<file path="src/rtl/frc_ram.sv">
// ----------------------------------------------------------------------------
// frc_ram
// Generic single write port RAM with one registered read port.
// ----------------------------------------------------------------------------
module frc_ram #(
    parameter int WIDTH = 8,
    parameter int DEPTH = 16
) (
    input  logic                     i_clk,
    input  logic                     i_we,
    input  logic [$clog2(DEPTH)-1:0] i_waddr,
    input  logic [WIDTH-1:0]         i_wdata,
    input  logic [$clog2(DEPTH)-1:0] i_raddr,
    output logic [WIDTH-1:0]         o_rdata
);

    logic [WIDTH-1:0] mem [DEPTH];

    always_ff @(posedge i_clk) begin
        if (i_we) begin
            mem[i_waddr] <= i_wdata;
        end
        o_rdata <= mem[i_raddr];
    end

endmodule

</file>
<file path="config.mk">
export PLATFORM = sky130hd
export DESIGN_NAME = frc_ram
export DESIGN_NICKNAME = d
export VERILOG_FILES = /design/src/rtl/frc_ram.sv
export SDC_FILE = /design/constraint.sdc
export NUM_CORES = 1
export LEC_CHECK = 0
export ABC_AREA = 1
export ABC_CLOCK_PERIOD_IN_PS = 1340
export BUFFER_PORTS_ARGS = -buffer_cell sky130_fd_sc_hd__buf_2
export CAP_MARGIN = 40
export CORE_MARGIN = 8
export CORE_UTILIZATION = 61
export CTS_BUF_LIST = sky130_fd_sc_hd__clkbuf_16
export CTS_CLUSTER_SIZE = 10
export DETAILED_ROUTE_END_ITERATION = 7
export PLACE_DENSITY = 0.79
export SLEW_MARGIN = 0
export SYNTH_ARGS = -nofsm -noshare
export SYNTH_HDL_FRONTEND = slang
export SYNTH_SLANG_ARGS = --single-unit
</file>
<file path="constraint.sdc">
create_clock -name i_clk -period 1.34 [get_ports i_clk]
set_input_delay 0.134 -clock i_clk [delete_from_list [all_inputs] [get_ports i_clk]]
set_output_delay 0.134 -clock i_clk [all_outputs]
set_load 0.05 [all_outputs]
</file>
======== After elaboration in Yosys (flattened, before gate mapping) ========
Memory sizes are Yosys's and may differ from the RTL's. A register that Yosys moved wholly into a read port is not among the register bits.
Cells that the tools add are included.
Widths: inputs -> output; s select.
cells by class
  multiplexer cells ....................... 2
operators by type and width
  operator  number
  $mux 1    2
storage, ports and cells
  memories kept ........................... 1
  input bits .............................. 18
  bits in registers ....................... 0
  logic and storage cells ................. 3
  memory bits (writable) .................. 128
  output and inout bits ................... 8
memories
  name  depth  bits a word  rd ports  clocked after Yosys merged registers in  wr ports  line  RTL
  mem   16     8            1         1                                        1         17    logic [WIDTH-1:0] mem [DEPTH];

======== Depth between registers and ports, before layout ========
  depth in word-level cells ............... 2
  gate-level depth with buffers ........... 8
  depth with buffers taken out ............ 7

======== Worst setup path after synthesis ========
Ideal clock, no wire load.
  path kind ............................... input-to-reg
  from .................................... input i_waddr[2]
  to ...................................... memory mem[10][0], enable pin
  cell stages on the path ................. 2
  library setup time ...................... 370 ps
  arrival ................................. 715 ps
  path buffers ............................ 0
  required time ........................... 970 ps
  setup slack ............................. 255 ps
  cells stage by stage .................... nand3b_1 > nor2_1
RTL lines
  item                line  RTL
  start: declaration  11    input logic [$clog2(DEPTH)-1:0] i_waddr,
  end: declaration    17
Straight into the memory's write port.

======== Worst setup path after layout ========
  from .................................... register o_rdata[0] (read register of mem)
  to ...................................... output o_rdata[0]
RTL lines
  item                line  RTL
  start: declaration  14    output logic [WIDTH-1:0] o_rdata
No word-level cell between the ends.

==> key figures <==
Outcome
  – Status: finished clean

Synthesis
  – Seq cells post-synth: ~140
  – Syn_nets: 569
  – Yosys warns: 0
  – Syn Std Cell Area: 5770 µm²
  – Avg Cell Area, Syn: 10.5 µm²
  – Post-synth cell types: 12
  – Syn Inst Count: between 500 and 600
  – Seq/Total Area, Yosys: 0.694

Power
  – Combinational share of power: 0.070
  – Pint: approximately 7.9 mW
  – Sw frac: 0.226
  – Clock Power Share: 0.460
  – NetSw: 2.30 mW
  – Sequential share of power: 0.470
  – Pwr/cell area: 1510 nW/µm²
  – Lkg Pwr: between 2 and 3 nW
  – Peak supply drop: 1.24 mV

Global routing
  – Met3 Track Usage GR: 0.0511
  – GR peak layer: met2
  – Global Route Usage Sum: 0.217
  – Vias in the first global route: 4136
  – Met2 GRT Util: 0.363
  – First-pass GRT wire length: 20800 µm
  – Initial antenna violation count: 0
  – Total gr overflow: 0
  – M1 GR Usage: 0.249
  – Largest net degree at the start of global routing: 65

Cells and area
  – Commonest non-fill, non-tap cell in the layout: nand2_1
  – Area Overhead vs Synth: 16.7%
  – Final-stage net count: approximately 610
  – Ant diodes: 0
  – Share of layout cells above drive strength 1: 0.135
  – Commonest non-fill, non-tap cells in the layout: nand2_1, edfxtp_1, inv_1

STA
  – Skew final: 0.00694 ns
  – Hold Fails Final Rpt: 0
  – RSZ-0062 raised after global routing: no
  – Max-slew violation count: 0
  – Least-Margin Pin Slew: 0.399 ns
  – FMAX: 824 MHz
  – Final setup viols: 0
  – Max-slew headroom: 0.734
  – Minimum clock period: 1.21 ns
  – Setup TNS: 0 ns
  – Final period util: 0.906
  – Setup slack after layout: 0.126 ns

Setup path
  – Critical setup path kind: reg2out
  – FF-to-FF setup slack: 0.31 ns
  – Cell Chain, Critical Path: buf_2
  – Critical Path Sink Type: output pin
  – Bufs and invs on worst path: 1
  – Crit start category: register
  – Max incr delay on CP: approximately 0.38 ns
  – Crit Path Max Fanout: 1
  – Worst path top cell family by delay: flip-flops
  – Critical Path AT: 1.08 ns
  – Slowest-stage cell, CP: dfxtp_1
  – WP data required: 1.21 ns

Route
  – Total wire length: 13500 µm
  – Vias: slightly above 4000
  – Starting DRT DRC Count: 375
  – Final antenna-violating net count: 0
  – WL/cell: 18.7 µm
  – Vias per cell: between 5 and 6
  – # DRC: 0
  – Detailed Routing Iterations Pass 1: 5

Clock tree
  – CTS buffer count: 17
  – Setup bufs post-CTS: 0
  – Max H-tree Level: 4
  – Clk slew on worst S/H paths: 0.06 ns
  – CTS sink count: 136
  – CTS tree: built
  – Clock insertion delay at the later pin of the skew report: 0.41 ns
  – CTS resizes: 0
  – Hold buffers post-CTS: 0
  – Root buffer cell: clkbuf_16
  – Clk buf depth: 2

Floorplan
  – Horiz. Die Dim: 113 µm
  – Total Die Area: 12800 µm²
  – Starting Density: 0.627
  – Row Count: 35
  – Die Height: 113 µm
  – # IOs: 26
  – Core box area: 9200 µm²

Min path
  – Hold/Removal Path Class: in2reg

Placed design
  – Post-DP HPWL: 7950 µm
  – Final Wtd Congestion: roughly 0.86
  – Buffers on Ports: 25
  – Post-place setup slack: 0.159 ns

Flow run
  – Max Cap Viol: 0
-- registers in the layout, indices dropped and copies added, names as in the netlist --
register and cells:
mem 128, o_rdata 8
-- synthesized netlist by cell type --
cell type | instances | area (µm²)
buf_1 | 1 | 3.75
buf_2 | 13 | 65.1
buf_4 | 4 | 30.0
buf_6 | 6 | 67.6
dfxtp_1 | 8 | 160
edfxtp_1 | 128 | 3840
inv_1 | 100 | 375
inv_2 | 2 | 7.51
nand2_1 | 173 | 649
nand3_1 | 97 | 485
nand3b_1 | 2 | 15.0
nor2_1 | 17 | 63.8
-- cell type report --
| type | instances | area [µm²] |
|---|---|---|
| clock buffers | 17 | 425 |
| clock inverters | 15 | 176 |
| fillers | 602 | 2470 |
| inverters | 102 | 383 |
| multi-input cells | 289 | 1210 |
| flip-flops and latches | 136 | 4000 |
| well taps | 111 | 139 |
| repair buffers | 50 | 388 |
-- cells by family (layout without fill, tap and decap cells) --
logic type	count (synthesis)	count (layout)	share of synthesized area
flip-flops	136	136	0.694
AND/OR/NAND/NOR	289	289	0.210
buffers and inverters	126	184	0.0952
-- power groups by stage --
| stage | registers (mW) | logic (mW) | clock network, mW |
|---|---|---|---|
| floorplan | 4.96 | 0.336 | 0 |
| detailed placement | 4.88 | 0.693 | 0 |
| CTS | 4.79 | 0.708 | 4.71 |
| global placement | 4.87 | 0.676 | 0 |
| finish | 4.79 | 0.711 | 4.69 |
| global route | 4.79 | 0.761 | 4.89 |
-- metal layers --
layer / vias up / wire [µm]
met5: - / 0
met4: 0 / 495
met3: 42 / 1180
met2: 240 / 6750
met1: 1938 / 5060
li1: 1862 / -
-- worst reg2reg max path: stages (launching register included) --
cell      delay, ns
edfxtp_1       0.36
inv_1          0.08
nand2_1        0.08
nand3_1        0.10
nand3_1        0.09
nand3_1        0.15
nand2_1        0.06
-- metrics by stage --
step           power [mW]  cells  hold WS [ns]  utilization  instance area [µm²]
4_1_cts              10.2    720        0.0794        0.732                 6730
3_3_place_gp         5.55    688         0.502        0.666                 6130
6_report             10.2    720        0.0960        0.732                 6730
3_5_place_dp         5.57    688         0.507        0.666                 6130
5_1_grt              10.4    720        0.0910        0.732                 6730
2_1_floorplan        5.30    551         0.233            -                 5770
-- final timing paths --
| check | from | endpoint | cells after the start |
|---|---|---|---|
| max | o_rdata[0] | o_rdata[0] | 1 |
| min | i_raddr[3] | o_rdata[7] | 3 |
| max reg2reg | mem[4][4] | o_rdata[4] | 6 |
| min reg2reg | mem[14][7] | o_rdata[7] | 6 |
(Power assumes the default switching activity.)
